`config.mk`:
```
export PLATFORM = sky130hd
export DESIGN_NAME = ray_edge_picker
export DESIGN_NICKNAME = d
export VERILOG_FILES = /design/src/design/rep_pkg.sv /design/src/design/rep_fifo.sv /design/src/design/rep_front.sv /design/src/design/rep_back.sv /design/src/design/ray_edge_picker.sv
export SDC_FILE = /design/constraint.sdc
export NUM_CORES = 1
export LEC_CHECK = 0
export ABC_AREA = 1
export BUFFER_PORTS_ARGS = -buffer_cell sky130_fd_sc_hd__buf_2
export CELL_PAD_IN_SITES_DETAIL_PLACEMENT = 1
export CELL_PAD_IN_SITES_GLOBAL_PLACEMENT = 2
export CORE_ASPECT_RATIO = 1.25
export CORE_UTILIZATION = 35
export CTS_CLUSTER_DIAMETER = 100
export DETAILED_ROUTE_END_ITERATION = 7
export PLACE_DENSITY_LB_ADDON = 0.1
export SLEW_MARGIN = 20
export SYNTH_ARGS = -nofsm -noshare
export SYNTH_HDL_FRONTEND = slang
export SYNTH_HIERARCHICAL = 1
export SYNTH_SLANG_ARGS = --single-unit
```
`constraint.sdc`:
```
create_clock -name clk -period 3.29 [get_ports clk]
set_clock_uncertainty 0.2 [all_clocks]
set_input_delay 0 -clock clk [delete_from_list [all_inputs] [get_ports clk]]
set_output_delay 0 -clock clk [all_outputs]
set_load 0.05 [all_outputs]
```
`src/design/rep_pkg.sv`:
```
// Shared constants and types for the ray edge picker.
`timescale 1ns / 1ps
`default_nettype none
package rep_pkg;

	localparam int DEF_COORD_BITS = 12;
	localparam int DEF_MAX_HITS   = 5;

	localparam int GRAY_W     = 8;
	localparam int THRESH_W   = 8;
	localparam int MODE_W     = 2;
	localparam int PICK_W     = 3;
	localparam int CFG_IDX_W  = 2;
	localparam int CFG_DATA_W = 8;

	localparam int MID_DEPTH = 4;
	localparam int OUT_DEPTH = 2;

	localparam logic [CFG_IDX_W-1:0] CFG_EDGE_MODE  = 2'd0;
	localparam logic [CFG_IDX_W-1:0] CFG_THRESHOLD  = 2'd1;
	localparam logic [CFG_IDX_W-1:0] CFG_PICK_INDEX = 2'd2;

	localparam logic [MODE_W-1:0] EDGE_RISE = 2'd0;
	localparam logic [MODE_W-1:0] EDGE_FALL = 2'd1;
	localparam logic [MODE_W-1:0] EDGE_ABS  = 2'd2;

	localparam logic [MODE_W-1:0]   RST_EDGE_MODE  = EDGE_RISE;
	localparam logic [THRESH_W-1:0] RST_THRESHOLD  = 8'd20;
	localparam logic [PICK_W-1:0]   RST_PICK_INDEX = 3'd1;

	// Classification of one sample as it travels from front to back.
	typedef struct packed {
		logic hit;
		logic first;
		logic last;
	} rep_cls_t;

	localparam int CLS_W = $bits(rep_cls_t);

endpackage
`default_nettype wire

```
`src/design/rep_fifo.sv`:
```
// Small synchronous queue built from registers.
`timescale 1ns / 1ps
`default_nettype none
module rep_fifo #(
	parameter int WIDTH = 8,
	parameter int DEPTH = 4
) (
	input  wire logic             clk,
	input  wire logic             arst_n,
	input  wire logic             wr_en,
	input  wire logic [WIDTH-1:0] wr_data,
	input  wire logic             rd_en,
	output logic      [WIDTH-1:0] rd_data,
	output logic                  full,
	output logic                  empty
);
	localparam int AW = (DEPTH > 1) ? $clog2(DEPTH) : 1;
	localparam int CW = $clog2(DEPTH + 1);
	localparam logic [AW-1:0] LAST_PTR = AW'(DEPTH - 1);

	logic [WIDTH-1:0] mem_q [DEPTH];
	logic [AW-1:0]    wr_ptr_q, rd_ptr_q;
	logic [CW-1:0]    count_q;
	logic             do_wr, do_rd;

	assign full    = (count_q == CW'(DEPTH));
	assign empty   = (count_q == '0);
	assign do_wr   = wr_en && !full;
	assign do_rd   = rd_en && !empty;
	assign rd_data = mem_q[rd_ptr_q];

	always_ff @(posedge clk) begin
		if (do_wr) begin
			mem_q[wr_ptr_q] <= wr_data;
		end
	end

	always_ff @(posedge clk or negedge arst_n) begin
		if (!arst_n) begin
			wr_ptr_q <= '0;
			rd_ptr_q <= '0;
			count_q  <= '0;
		end else begin
			if (do_wr) begin
				wr_ptr_q <= (wr_ptr_q == LAST_PTR) ? '0 : wr_ptr_q + 1'b1;
			end
			if (do_rd) begin
				rd_ptr_q <= (rd_ptr_q == LAST_PTR) ? '0 : rd_ptr_q + 1'b1;
			end
			if (do_wr && !do_rd) begin
				count_q <= count_q + 1'b1;
			end else if (do_rd && !do_wr) begin
				count_q <= count_q - 1'b1;
			end
		end
	end

endmodule
`default_nettype wire

```
`src/design/rep_front.sv`:
```
// Front stage: compare each sample with the previous one and flag hits.
`timescale 1ns / 1ps
`default_nettype none
module rep_front (
	input  wire logic                           clk,
	input  wire logic                           arst_n,
	input  wire logic                           accept,
	input  wire logic [rep_pkg::GRAY_W-1:0]     gray,
	input  wire logic                           inside_req,
	input  wire logic                           first,
	input  wire logic                           last,
	input  wire logic [rep_pkg::MODE_W-1:0]     edge_mode,
	input  wire logic [rep_pkg::THRESH_W-1:0]   threshold,
	output rep_pkg::rep_cls_t                   cls
);
	import rep_pkg::*;

	logic [GRAY_W-1:0] prev_gray_q;
	logic signed [GRAY_W+1:0] diff, thr, mag;
	logic mode_hit;

	always_comb begin
		diff = $signed({2'b00, gray}) - $signed({2'b00, prev_gray_q});
		thr  = $signed({2'b00, threshold});
		mag  = (diff < 0) ? -diff : diff;
		unique case (edge_mode)
			EDGE_RISE: mode_hit = (diff > thr);
			EDGE_FALL: mode_hit = (diff < -thr);
			EDGE_ABS:  mode_hit = (mag > thr);
			default:   mode_hit = 1'b0;
		endcase
		cls.hit   = mode_hit && inside_req && !first;
		cls.first = first;
		cls.last  = last;
	end

	// Every accepted sample becomes the reference, valid or not.
	always_ff @(posedge clk or negedge arst_n) begin
		if (!arst_n) begin
			prev_gray_q <= '0;
		end else if (accept) begin
			prev_gray_q <= gray;
		end
	end

endmodule
`default_nettype wire

```
`src/design/rep_back.sv`:
```
// Back stage: count hits, hold the picked coordinates, emit per-ray results.
`timescale 1ns / 1ps
`default_nettype none
module rep_back #(
	parameter int COORD_BITS = rep_pkg::DEF_COORD_BITS,
	parameter int MAX_HITS   = rep_pkg::DEF_MAX_HITS
) (
	input  wire logic                         clk,
	input  wire logic                         arst_n,
	input  wire logic                         mid_empty,
	input  wire rep_pkg::rep_cls_t            mid_cls,
	input  wire logic [COORD_BITS-1:0]        mid_x,
	input  wire logic [COORD_BITS-1:0]        mid_y,
	output logic                              mid_pop,
	input  wire logic [rep_pkg::PICK_W-1:0]   pick_index,
	input  wire logic                         res_full,
	output logic                              res_push,
	output logic                              res_found,
	output logic [COORD_BITS-1:0]             res_x,
	output logic [COORD_BITS-1:0]             res_y
);
	import rep_pkg::*;

	localparam int CNT_W = $clog2(MAX_HITS + 1);
	localparam int CMP_W = ((CNT_W > PICK_W) ? CNT_W : PICK_W) + 1;

	logic [CNT_W-1:0]      hit_count_q, cnt_next;
	logic [COORD_BITS-1:0] picked_x_q, picked_y_q, px_next, py_next;
	logic [CMP_W-1:0]      cnt_inc, pick_eff;

	// Stall only a ray end whose result has nowhere to go.
	assign mid_pop = !mid_empty && (!mid_cls.last || !res_full);

	always_comb begin
		cnt_inc  = CMP_W'(hit_count_q) + 1'b1;
		pick_eff = (pick_index == '0) ? CMP_W'(1) : CMP_W'(pick_index);
		cnt_next = hit_count_q;
		px_next  = picked_x_q;
		py_next  = picked_y_q;
		if (mid_cls.first) begin
			cnt_next = '0;
			px_next  = '0;
			py_next  = '0;
		end else if (mid_cls.hit && (hit_count_q < CNT_W'(MAX_HITS))) begin
			cnt_next = CNT_W'(cnt_inc);
			if (cnt_inc <= pick_eff) begin
				px_next = mid_x;
				py_next = mid_y;
			end
		end
		res_push  = mid_pop && mid_cls.last;
		res_found = (cnt_next != '0);
		res_x     = res_found ? px_next : '0;
		res_y     = res_found ? py_next : '0;
	end

	always_ff @(posedge clk or negedge arst_n) begin
		if (!arst_n) begin
			hit_count_q <= '0;
			picked_x_q  <= '0;
			picked_y_q  <= '0;
		end else if (mid_pop) begin
			hit_count_q <= mid_cls.last ? '0 : cnt_next;
			picked_x_q  <= px_next;
			picked_y_q  <= py_next;
		end
	end

endmodule
`default_nettype wire

```
`src/design/ray_edge_picker.sv`:
```
// Top level of the ray edge picker: config registers, front, queues and back.
`timescale 1ns / 1ps
`default_nettype none
// Caliper-style edge picker for one scan ray. Push one gray sample per item,
// in scan order, with its coordinates, an inside flag and first/last marks.
// Each sample after the first is compared with the one before it; edge_mode
// selects a rise above threshold, a fall below minus threshold, or an
// absolute step above it. Hits are counted up to MAX_HITS and the coordinates
// of hit number pick_index (or of the last hit, when fewer) are kept. An item
// marked last yields one result: found plus edge_x/edge_y (zero if nothing
// was found). Throughput is one item per clock with no bubbles while full
// is low; the path is a subtract and compare in the front and a counter
// update in the back. A result passes through the sample queue and then the
// result queue before it shows at the output.
// Full rises only when the four-entry queue between front and back fills,
// which happens when results are not popped and the back holds a ray end.
// Write configuration only while the block is idle.
module ray_edge_picker #(
	parameter int COORD_BITS = rep_pkg::DEF_COORD_BITS,
	parameter int MAX_HITS   = rep_pkg::DEF_MAX_HITS
) (
	input  wire logic                            clk,
	input  wire logic                            arst_n,
	// sample queue
	input  wire logic                            push,
	output logic                                 full,
	input  wire logic [rep_pkg::GRAY_W-1:0]      gray,
	input  wire logic [COORD_BITS-1:0]           pos_x,
	input  wire logic [COORD_BITS-1:0]           pos_y,
	input  wire logic                            inside_req,
	input  wire logic                            first,
	input  wire logic                            last,
	// result queue
	output logic                                 empty,
	input  wire logic                            pop,
	output logic                                 found,
	output logic [COORD_BITS-1:0]                edge_x,
	output logic [COORD_BITS-1:0]                edge_y,
	// configuration
	input  wire logic                            cfg_we,
	input  wire logic [rep_pkg::CFG_IDX_W-1:0]   cfg_idx,
	input  wire logic [rep_pkg::CFG_DATA_W-1:0]  cfg_data
);
	import rep_pkg::*;

	localparam int MID_W = CLS_W + 2 * COORD_BITS;
	localparam int RES_W = 1 + 2 * COORD_BITS;

	logic [MODE_W-1:0]   edge_mode_q;
	logic [THRESH_W-1:0] threshold_q;
	logic [PICK_W-1:0]   pick_index_q;

	logic                  in_accept;
	rep_cls_t              front_cls, mid_cls;
	logic [MID_W-1:0]      mid_wdata, mid_rdata;
	logic                  mid_empty, mid_pop;
	logic [COORD_BITS-1:0] mid_x, mid_y;

	logic                  res_push, res_full, res_found;
	logic [COORD_BITS-1:0] res_x, res_y;
	logic [RES_W-1:0]      res_rdata;

	// Configuration registers; out-of-range indexes are dropped.
	always_ff @(posedge clk or negedge arst_n) begin
		if (!arst_n) begin
			edge_mode_q  <= RST_EDGE_MODE;
			threshold_q  <= RST_THRESHOLD;
			pick_index_q <= RST_PICK_INDEX;
		end else if (cfg_we) begin
			unique case (cfg_idx)
				CFG_EDGE_MODE:  edge_mode_q  <= cfg_data[MODE_W-1:0];
				CFG_THRESHOLD:  threshold_q  <= cfg_data[THRESH_W-1:0];
				CFG_PICK_INDEX: pick_index_q <= cfg_data[PICK_W-1:0];
				default: ;
			endcase
		end
	end

	assign in_accept = push && !full;

	// Front: classify the sample against the previous gray value.
	rep_front u_front (
		.clk        (clk),
		.arst_n     (arst_n),
		.accept     (in_accept),
		.gray       (gray),
		.inside_req (inside_req),
		.first      (first),
		.last       (last),
		.edge_mode  (edge_mode_q),
		.threshold  (threshold_q),
		.cls        (front_cls)
	);

	// Decoupling queue between classification and hit bookkeeping.
	assign mid_wdata = {front_cls, pos_x, pos_y};

	rep_fifo #(
		.WIDTH (MID_W),
		.DEPTH (MID_DEPTH)
	) u_mid_fifo (
		.clk     (clk),
		.arst_n  (arst_n),
		.wr_en   (in_accept),
		.wr_data (mid_wdata),
		.rd_en   (mid_pop),
		.rd_data (mid_rdata),
		.full    (full),
		.empty   (mid_empty)
	);

	assign mid_cls = rep_cls_t'(mid_rdata[MID_W-1 -: CLS_W]);
	assign mid_x   = mid_rdata[2*COORD_BITS-1 -: COORD_BITS];
	assign mid_y   = mid_rdata[COORD_BITS-1:0];

	// Back: count hits, keep the picked coordinates, build the result item.
	rep_back #(
		.COORD_BITS (COORD_BITS),
		.MAX_HITS   (MAX_HITS)
	) u_back (
		.clk        (clk),
		.arst_n     (arst_n),
		.mid_empty  (mid_empty),
		.mid_cls    (mid_cls),
		.mid_x      (mid_x),
		.mid_y      (mid_y),
		.mid_pop    (mid_pop),
		.pick_index (pick_index_q),
		.res_full   (res_full),
		.res_push   (res_push),
		.res_found  (res_found),
		.res_x      (res_x),
		.res_y      (res_y)
	);

	// Result queue: holds finished items until the consumer pops them.
	rep_fifo #(
		.WIDTH (RES_W),
		.DEPTH (OUT_DEPTH)
	) u_res_fifo (
		.clk     (clk),
		.arst_n  (arst_n),
		.wr_en   (res_push),
		.wr_data ({res_found, res_x, res_y}),
		.rd_en   (pop),
		.rd_data (res_rdata),
		.full    (res_full),
		.empty   (empty)
	);

	assign found  = res_rdata[RES_W-1];
	assign edge_x = res_rdata[2*COORD_BITS-1 -: COORD_BITS];
	assign edge_y = res_rdata[COORD_BITS-1:0];

endmodule
`default_nettype wire

```
==> qor.log, run 1 <==
[floorplan] count of boundary I/O pins 77
[finish] multi-input gate area in the final layout 0.00381 sq mm
[yosys] Net Count, Synth 1272
[floorplan] height of the die 201 um
[sta] transition time at the pin with the least slew margin 0.987 ns
[yosys] Synth top area share 0.430
[route] ANT nets after route 0
[floorplan] starting utilization of the core area 0.356
[route] count of TritonRoute iterations in the first routing pass 4
[grt] largest net degree at the start of global routing 49
[yosys] synthesized area per cell 9.39 sq um
[sta] final worst-path cycle share 0.981
[critical_path] startpoint types flop
[yosys] count leader, synth sky130_fd_sc_hd__nand2_1
[cts] root cell of the clock tree sky130_fd_sc_hd__clkbuf_16
[sta] max-slew headroom at the worst pin 0.340
[grt] antenna violations before repair 1
[critical_path] element type at the critical path end flop
[route] drt drc 0
[cts] clock latency on the worst-skew pair 0.53 ns
[sta] final total negative setup slack 0 ns
[sta] clock period minus worst slack 3.23 ns
[finish] # fillers 3576
[yosys] top cells by area in the synthesized netlist sky130_fd_sc_hd__edfxtp_1, sky130_fd_sc_hd__dfrtp_1, sky130_fd_sc_hd__nand2_1
[sta] final-layout worst hold slack 0.0281 ns
[grt] All-Layer GR Usage 0.176
[cts] cts bufs inserted 24
[placed_design] final weighted congestion of routability-driven global placement 0.712
[grt] via count of the first global-routing pass 8855
[floorplan] Die W 161 um
[route] DRT iter0 DRCs 315
[critical_path] worst reg-to-reg setup slack 0.06 ns
[sta] Final Hold Viols 0
[finish] register area 0.00623 sq mm
[yosys] EDFF count, synth 158
[yosys] synthesized netlist cell count 1175
[critical_path] signal arrival time at the worst endpoint 3.30 ns
[cts] deepest level of the CTS H-tree 1
[yosys] total number of yosys warnings 6
[yosys] top cell types by occurrence after synthesis sky130_fd_sc_hd__nand2_1, sky130_fd_sc_hd__inv_1, sky130_fd_sc_hd__edfxtp_1, sky130_fd_sc_hd__nand3_1, sky130_fd_sc_hd__dfrtp_1
[finish] share of cells above drive strength 1 0.144
[route] wire length after detailed routing 27500 um
[power_and_ir_drop] total leakage power 6.25 nW
[finish] Nets 1458
[yosys] flip-flop cell with the highest count after synthesis sky130_fd_sc_hd__edfxtp_1
[route] DR vias/cell 4.67
[power_and_ir_drop] PwrDens 1030 mW/mm^2
[cts] Bufs on Longest Clock Path 3
[cts] clock tree from TritonCTS done
[route] total number of vias 8347
[yosys] flops & latches, synth 217
[yosys] proportion of register bits with asynchronous set or reset after synthesis 0.272
[yosys] number of different library cells in the post-synthesis netlist 32
[critical_path] Worst Path Max Fanout 4
[outcome] outcome finished clean
[sta] final setup fails 0
[grt] gr ovfl total 0
[critical_path] startpoint-to-endpoint class of the critical path flop to flop
[route] average wire length per cell after detail routing 15.4 um
[job] number of max-cap violations 0
[cts] Sink Count 217
[grt] first-pass GRT wire length 45600 um
[floorplan] Total Die Area 0.0323 sq mm
[floorplan] Std-Cell Core Area 0.0310 sq mm
[sta] final slew viol count 0
[yosys] Synth Cell Area 0.0110 sq mm
[finish] area growth from synthesis to final layout 23.3%
[yosys] sequential share of the synthesized area 0.564
[power_and_ir_drop] Worst IR Drop VDD 0.000542 V
[sta] RSZ-0062 raised after global routing true
[placed_design] I/O Buffers 76
[worst_hold_path] class of the most critical hold timing path input pin to flop
[cts] Reg clk slew, reported paths 0.06 ns
[sta] fmax 0.310 GHz
[placed_design] estimated wirelength of the detail-placed design 18800 um
[critical_path] Required @ worst endpoint 3.36 ns
[floorplan] std cell rows 72
[yosys] cell type with the largest total area after synthesis sky130_fd_sc_hd__edfxtp_1
-- final cells by class --
| class | instances | share of cell area |
|---|---|---|
| flip-flops and latches | 217 | 0.458 |
| multi-input cells | 715 | 0.280 |
| repair buffers | 206 | 0.117 |
| inverters | 197 | 0.0544 |
| clock buffers | 32 | 0.0463 |
| well taps | 407 | 0.0374 |
| clock inverters | 12 | 0.00736 |
| diodes | 1 | 0.000184 |
-- critical path, cell delays in order, from the launching register on --
cell                      delay [ns]
sky130_fd_sc_hd__dfrtp_1        0.39
sky130_fd_sc_hd__ha_2           0.18
sky130_fd_sc_hd__inv_2          0.07
sky130_fd_sc_hd__fa_2           0.44
sky130_fd_sc_hd__inv_2          0.08
sky130_fd_sc_hd__nand4_1        0.14
sky130_fd_sc_hd__nor3_2         0.23
sky130_fd_sc_hd__nor2_1         0.07
sky130_fd_sc_hd__xor2_1         0.15
sky130_fd_sc_hd__inv_1          0.09
sky130_fd_sc_hd__ha_4           0.29
sky130_fd_sc_hd__nand2_4        0.05
sky130_fd_sc_hd__nor2_2         0.09
sky130_fd_sc_hd__buf_4          0.11
sky130_fd_sc_hd__nand4_1        0.08
sky130_fd_sc_hd__a21oi_2        0.15
sky130_fd_sc_hd__nand2_1        0.07
sky130_fd_sc_hd__nand3_2        0.08
sky130_fd_sc_hd__nor2_4         0.04
-- metal layers --
layer,global-route usage,vias to the layer above,share of wire
met5,0,-,0
li1,-,4228,-
met1,0.223,3984,0.45
met2,0.317,96,0.50
met3,0.0180,39,0.023
met4,0.0502,0,0.022
-- cell usage in the layout (no fill, tap or decap), types with 3 or more instances in the layout --
cell type                       instances
sky130_fd_sc_hd__inv_1                183
sky130_fd_sc_hd__clkinv_2               6
sky130_fd_sc_hd__nor2_2                11
sky130_fd_sc_hd__o211ai_1              54
sky130_fd_sc_hd__xor2_1                10
sky130_fd_sc_hd__o21bai_1               3
sky130_fd_sc_hd__clkbuf_1               8
sky130_fd_sc_hd__a21oi_1               15
sky130_fd_sc_hd__dfrtp_1               55
sky130_fd_sc_hd__nor3_1                 4
sky130_fd_sc_hd__nand3b_1               4
sky130_fd_sc_hd__nor2_1                47
sky130_fd_sc_hd__buf_4                 36
sky130_fd_sc_hd__nand2_2                7
sky130_fd_sc_hd__ha_1                  43
sky130_fd_sc_hd__nand2_1              359
sky130_fd_sc_hd__o22ai_1                3
sky130_fd_sc_hd__nand3_1               74
sky130_fd_sc_hd__nand4_1               42
sky130_fd_sc_hd__nand3_2                7
sky130_fd_sc_hd__xnor2_1                3
sky130_fd_sc_hd__dfstp_2                3
sky130_fd_sc_hd__o21ai_0               16
sky130_fd_sc_hd__buf_2                 76
sky130_fd_sc_hd__edfxtp_1             158
sky130_fd_sc_hd__clkbuf_16             24
sky130_fd_sc_hd__dlygate4sd3_1         94
sky130_fd_sc_hd__inv_2                 14
-- where the power goes --
part	leakage [nW]	internal, mW	switching (mW)
Clock	0.357	1.43	1.08
Sequential	2.20	4.00	0.309
Combinational	3.69	2.16	4.99
Total	6.25	7.59	6.38
-- cells by family (layout without fill, tap and decap cells) --
group | count (synthesis) | count (layout) | share of synthesized area
flops | 217 | 217 | 0.564
xor+xnor | 13 | 13 | 0.0103
buf+inv | 243 | 447 | 0.0973
simple gates | 560 | 560 | 0.217
compound gates | 95 | 95 | 0.0566
fa+ha+maj | 47 | 47 | 0.0546
other cells | 0 | 1 | 0
-- final timing paths --
check                                             from                      end  cells past startpoint
worst min-delay path                          pos_x[4]  u_mid_fifo/mem_q[3][16]                      2
worst max register to register  u_front/prev_gray_q[0]  u_mid_fifo/mem_q[0][26]                     18
worst max-delay path            u_front/prev_gray_q[0]  u_mid_fifo/mem_q[0][26]                     18
min in group asynchronous                       arst_n          pick_index_q[2]                      4
max in group asynchronous                       arst_n   u_mid_fifo/rd_ptr_q[0]                      4
worst min register to register    u_back/picked_x_q[0]     u_back/picked_x_q[0]                      2
-- sequential cells by signal (all words and copies together), names as in the netlist --
signal,count
u_front/prev_gray_q,8
u_res_fifo/rd_ptr_q,1
u_mid_fifo/count_q,3
u_mid_fifo/rd_ptr_q,2
pick_index_q,3
edge_mode_q,2
u_mid_fifo/wr_ptr_q,2
u_res_fifo/count_q,2
u_back/hit_count_q,3
u_back/picked_y_q,12
u_res_fifo/mem_q,50
u_res_fifo/wr_ptr_q,1
u_mid_fifo/mem_q,108
u_back/picked_x_q,12
threshold_q,8
-- repair_timing --
action,4_1_cts,5_1_grt
setup buffers,1,3
resized for setup,4,11
pin swaps,3,7
setup endpoints to repair,4,4
hold buffers,94,0
endpoints found under the hold margin,190,0
-- metrics by stage --
stage	instances	instance area, sq um	total power [mW]	utilization	worst slack, ns
final	1787	13600	14.0	0.439	0.0611
after global routing	1787	13600	15.2	0.439	-0.132
after CTS	1783	13500	14.1	0.437	0.00637
after detailed placement	1644	11900	11.4	0.382	-0.0549
after global placement	1644	11900	11.3	0.382	-0.0136
after floorplan	1175	11000	9.57	-	0.104
Power figures use the tool's default switching activity.
==> inputs of run 2 (changes only) <==
--- a/config.mk
+++ b/config.mk
@@ -8,14 +8,10 @@
 export ABC_AREA = 1
 export BUFFER_PORTS_ARGS = -buffer_cell sky130_fd_sc_hd__buf_2
-export CELL_PAD_IN_SITES_DETAIL_PLACEMENT = 1
-export CELL_PAD_IN_SITES_GLOBAL_PLACEMENT = 2
 export CORE_ASPECT_RATIO = 1.25
-export CORE_UTILIZATION = 35
+export CORE_UTILIZATION = 45
 export CTS_CLUSTER_DIAMETER = 100
 export DETAILED_ROUTE_END_ITERATION = 7
-export PLACE_DENSITY_LB_ADDON = 0.1
 export SLEW_MARGIN = 20
 export SYNTH_ARGS = -nofsm -noshare
 export SYNTH_HDL_FRONTEND = slang
-export SYNTH_HIERARCHICAL = 1
 export SYNTH_SLANG_ARGS = --single-unit
==> constraint.sdc (replaced) <==
create_clock -name clk -period 3.29 [get_ports clk]
set_clock_uncertainty 0.2 [all_clocks]
set_input_delay 0.987 -clock clk [delete_from_list [all_inputs] [get_ports clk]]
set_output_delay 0.987 -clock clk [all_outputs]
set_load 0.05 [all_outputs]
==> run 2 against run 1 <==
Compared with the run above: the flow now finishes with violations (DRC, setup timing); wire length shrank 25%; critical path type is now input pin to flop; cell area fell by 9.9%; largest power group unchanged; setup slack lost 0.19 ns.
==> qor.log, run 2 <==
[sta] clock period minus worst slack 3.42 ns [+0.190 ns]
[yosys] EDFF count, synth 158 [unchanged]
[cts] root cell of the clock tree sky130_fd_sc_hd__clkbuf_16
[cts] hold buffer count at CTS 0 [-100%]
[sta] transition time at the pin with the least slew margin 0.724 ns [-0.263 ns]
[placed_design] final weighted congestion of routability-driven global placement 0.848 [+19%]
[yosys] synthesized area per cell 9.70 sq um [+3.3%]
[critical_path] startpoint-to-endpoint class of the critical path input pin to flop
[power_and_ir_drop] post-route total power 13.2 mW [-5.5%]
[grt] via count of the first global-routing pass 7216 [-19%]
[placed_design] placed cell areas 0.0115 sq mm [-3.2%]
[cts] Sink Count 217 [unchanged]
[critical_path] Worst Path Max Fanout 4 [unchanged]
[route] wire length after detailed routing 20700 um [-25%]
[floorplan] height of the die 173 um [-14%]
[power_and_ir_drop] Worst IR Drop VDD 0.000595 V [+9.8%]
[power_and_ir_drop] total leakage power 5.66 nW [-9.5%]
[floorplan] Die W 139 um [-14%]
[yosys] synthesized netlist cell count 1082 [-7.9%]
[sta] max-slew headroom at the worst pin 0.518 [+0.178]
[sta] final setup fails 4 [+4]
[placed_design] Inst Count DP 1454 [-12%]
[floorplan] std cell rows 62 [-14%]
[sta] Final Hold Viols 0 [unchanged]
[cts] deepest level of the CTS H-tree 1 [unchanged]
[power_and_ir_drop] clock network fraction of design power 0.188 [+0.008]
[cts] cts bufs inserted 22 [-8.3%]
[route] DR vias/cell 4.84 [+3.7%]
[critical_path] startpoint types input pin
[placed_design] estimated wirelength of the detail-placed design 13800 um [-27%]
[route] DRT iter0 DRCs 442 [+40%]
[route] total number of vias 7249 [-13%]
[sta] final worst-path cycle share 1.04 [+0.0576]
[sta] fmax 0.293 GHz [-5.5%]
[critical_path] Required @ worst endpoint 3.34 ns [-0.02 ns]
[finish] area growth from synthesis to final layout 16.8%
[sta] RSZ-0062 raised after global routing true
[finish] Nets 1289 [-12%]
[yosys] top cell types by occurrence after synthesis sky130_fd_sc_hd__nand2_1, sky130_fd_sc_hd__edfxtp_1, sky130_fd_sc_hd__inv_1, sky130_fd_sc_hd__nor2_1, sky130_fd_sc_hd__a21oi_1
[floorplan] Total Die Area 0.0239 sq mm [-26%]
[cts] clock tree from TritonCTS done
[power_and_ir_drop] Int Pwr 7.52 mW [-0.90%]
[grt] first-pass GRT wire length 35200 um [-23%]
[finish] register with the most flip-flops u_mid_fifo.mem_q
[route] count of TritonRoute iterations in the first routing pass 6 [+2]
[job] number of max-cap violations 0 [unchanged]
[worst_hold_path] class of the most critical hold timing path flop to flop
[yosys] flops & latches, synth 217 [unchanged]
[floorplan] starting utilization of the core area 0.457 [+0.101]
[power_and_ir_drop] Net Switching 5.68 mW [-11%]
[placed_design] I/O Buffers 76 [unchanged]
[finish] biggest registers after layout u_mid_fifo.mem_q (108), u_res_fifo.mem_q (50)
[yosys] count leader, synth sky130_fd_sc_hd__nand2_1
[grt] largest net degree at the start of global routing 51 [+4.1%]
[power_and_ir_drop] fraction of power consumed by combinational cells 0.490 [-0.022]
[finish] most common library cell in the layout ignoring fill and taps sky130_fd_sc_hd__nand2_1
[grt] antenna violations before repair 3 [+2]
[cts] clock latency on the worst-skew pair 0.50 ns [-0.03 ns]
[yosys] proportion of register bits with asynchronous set or reset after synthesis 0.272 [unchanged]
[sta] final slew viol count 0 [unchanged]
[power_and_ir_drop] share of total power in sequential cells 0.323 [+0.015]
[route] ANT nets after route 0 [unchanged]
[outcome] violated checks DRC, setup timing
[route] average wire length per cell after detail routing 13.8 um [-10%]
[sta] final-layout worst hold slack 0.289 ns [+0.261 ns]
[grt] gr ovfl total 0 [unchanged]
[yosys] top cells by area in the synthesized netlist sky130_fd_sc_hd__edfxtp_1, sky130_fd_sc_hd__dfrtp_1, sky130_fd_sc_hd__nand2_1
[yosys] flip-flop cell with the highest count after synthesis sky130_fd_sc_hd__edfxtp_1
[finish] final cell count without fillers 1497 [-16%]
[finish] Largest register FFs 108 [unchanged]
[outcome] outcome complete, but fails checks
[floorplan] count of boundary I/O pins 77 [unchanged]
[yosys] sequential share of the synthesized area 0.593 [+0.0290]
[cts] Reg clk slew, reported paths 0.06 ns [about the same]
[finish] most used cells in the layout excluding fill and tap cells sky130_fd_sc_hd__nand2_1, sky130_fd_sc_hd__edfxtp_1, sky130_fd_sc_hd__inv_1
[yosys] Synth Cell Area 0.0105 sq mm [-4.9%]
[finish] Design Area, Final 0.0123 sq mm [-9.9%]
[finish] share of cells above drive strength 1 0.187 [+0.0428]
[yosys] number of different library cells in the post-synthesis netlist 39 [+22%]
[critical_path] element type at the critical path end flop
[route] drt drc 14 [+14]
[sta] worst setup margin -0.128 ns [-0.190 ns]
[yosys] Net Count, Synth 1179 [-7.3%]
[power_and_ir_drop] PwrDens 1080 mW/mm^2 [+4.8%]
[power_and_ir_drop] switching part of the total power 0.430 [-0.0267]
[finish] # fillers 2121 [-41%]
[yosys] cell type with the largest total area after synthesis sky130_fd_sc_hd__edfxtp_1
[cts] Bufs on Longest Clock Path 3 [unchanged]
[floorplan] Std-Cell Core Area 0.0230 sq mm [-26%]
[yosys] Synth top area share 0.452 [+0.0221]
[critical_path] signal arrival time at the worst endpoint 3.47 ns [+0.17 ns]
[grt] All-Layer GR Usage 0.181 [+0.00419]
[yosys] total number of yosys warnings 0 [-6]
==> run 2: cell types whose count changed after synthesis, moves of 7 or more <==
cell / delta
sky130_fd_sc_hd__a21oi_1: +58
sky130_fd_sc_hd__nand4_1: -35
sky130_fd_sc_hd__a22oi_1: +23
sky130_fd_sc_hd__nand3_1: -56
sky130_fd_sc_hd__o21ai_0: +19
sky130_fd_sc_hd__buf_6: -7
sky130_fd_sc_hd__clkbuf_1: +10
sky130_fd_sc_hd__inv_1: -60
sky130_fd_sc_hd__nor2_1: +30
sky130_fd_sc_hd__inv_2: +11
sky130_fd_sc_hd__o21ai_1: +20
sky130_fd_sc_hd__nand2_1: -45
sky130_fd_sc_hd__o211ai_1: -54
==> run 2: through the flow <==
step | setup WS [ns] | utilization | setup TNS, ns
3_3_place_gp | -0.767 | 0.499 | -3.07
6_report | -0.128 | 0.534 | -0.513
4_1_cts | -0.0682 | 0.534 | -0.273
5_1_grt | -0.308 | 0.534 | -1.23
2_1_floorplan | -0.474 | - | -1.90
3_5_place_dp | -0.793 | 0.499 | -3.17
==> run 2: cell type report <==
cell class | instances | area (sq um) | share of cell area
multi-input combinational | 676 | 3580 | 0.292
antenna | 1 | 2.50 | 0.000204
sequential | 217 | 6220 | 0.508
timing repair buffer | 125 | 787 | 0.0642
tap | 288 | 360 | 0.0294
clock inverter | 8 | 65.1 | 0.00531
inverter | 150 | 578 | 0.0471
clock buffer | 32 | 661 | 0.0539
==> run 2: critical path, stage by stage <==
cell and delay [ns]:
sky130_fd_sc_hd__buf_8 0.11, sky130_fd_sc_hd__inv_12 0.04, sky130_fd_sc_hd__ha_4 0.12, sky130_fd_sc_hd__inv_4 0.03
sky130_fd_sc_hd__fa_2 0.35, sky130_fd_sc_hd__or2_4 0.27, sky130_fd_sc_hd__nand2_4 0.07, sky130_fd_sc_hd__inv_2 0.04
sky130_fd_sc_hd__nand3_2 0.07, sky130_fd_sc_hd__nor3_2 0.05, sky130_fd_sc_hd__nor2_1 0.12, sky130_fd_sc_hd__xor2_1 0.15
sky130_fd_sc_hd__inv_1 0.08, sky130_fd_sc_hd__ha_4 0.22, sky130_fd_sc_hd__nand2_2 0.08, sky130_fd_sc_hd__nor2_2 0.05
sky130_fd_sc_hd__o21ai_1 0.07, sky130_fd_sc_hd__nand2_1 0.07, sky130_fd_sc_hd__o21ai_1 0.12, sky130_fd_sc_hd__nand2_1 0.08
sky130_fd_sc_hd__a21oi_2 0.12, sky130_fd_sc_hd__nand2_1 0.06, sky130_fd_sc_hd__nand2_1 0.07, sky130_fd_sc_hd__nor2_2 0.05
==> run 2: kinds of logic (layout without fill, tap and decap cells) <==
kind of cell	Yosys count	after routing	synth area share
mux	1	1	0.00107
buf+inv	189	315	0.0753
compound gates	167	167	0.0906
xor+xnor	16	16	0.0134
flops	217	217	0.593
fa+ha+maj	47	47	0.0575
simple gates	445	445	0.169
other cells	0	1	0
==> run 2: worst paths after layout <==
kind | startpoint | endpoint | slack, ns | depth (start not counted)
setup / recovery | gray[0] | u_mid_fifo.mem_q[2][26] | -0.13 | 24
hold / removal | u_back.picked_x_q[6] | u_back.picked_x_q[6] | 0.29 | 2
setup reg to reg | u_front.prev_gray_q[0] | u_mid_fifo.mem_q[2][26] | 0.08 | 20
hold reg to reg | u_back.picked_x_q[6] | u_back.picked_x_q[6] | 0.29 | 2
max in group asynchronous | arst_n | u_back.picked_y_q[10] | 1.92 | 2
min in group asynchronous | arst_n | u_res_fifo.count_q[1] | 0.34 | 1
==> run 2: timing repair <==
| item | CTS | global route |
|---|---|---|
| hold endpoints to repair | 0 | 0 |
| resized for setup | 11 | 2 |
| buffers inserted | 2 | 0 |
| pin swaps | 19 | 3 |
| endpoints found under the setup margin | 4 | 4 |
==> run 2: metal layers <==
| metal | up-vias | GRT usage | share of wire |
|---|---|---|---|
| met4 | 4 | 0.0571 | 0.022 |
| met1 | 3341 | 0.233 | 0.45 |
| met3 | 35 | 0.0310 | 0.041 |
| met5 | - | 0 | 0.00092 |
| met2 | 107 | 0.309 | 0.48 |
| li1 | 3762 | - | - |
==> run 2: power groups by stage <==
stage	Sequential, mW	Clock, mW	Combinational (mW)
final	4.26	2.48	6.46
after CTS	4.27	2.53	6.54
after floorplan	4.26	0	4.91
after detailed placement	4.32	0	6.42
after global routing	4.34	2.66	7.34
after global placement	4.30	0	6.34
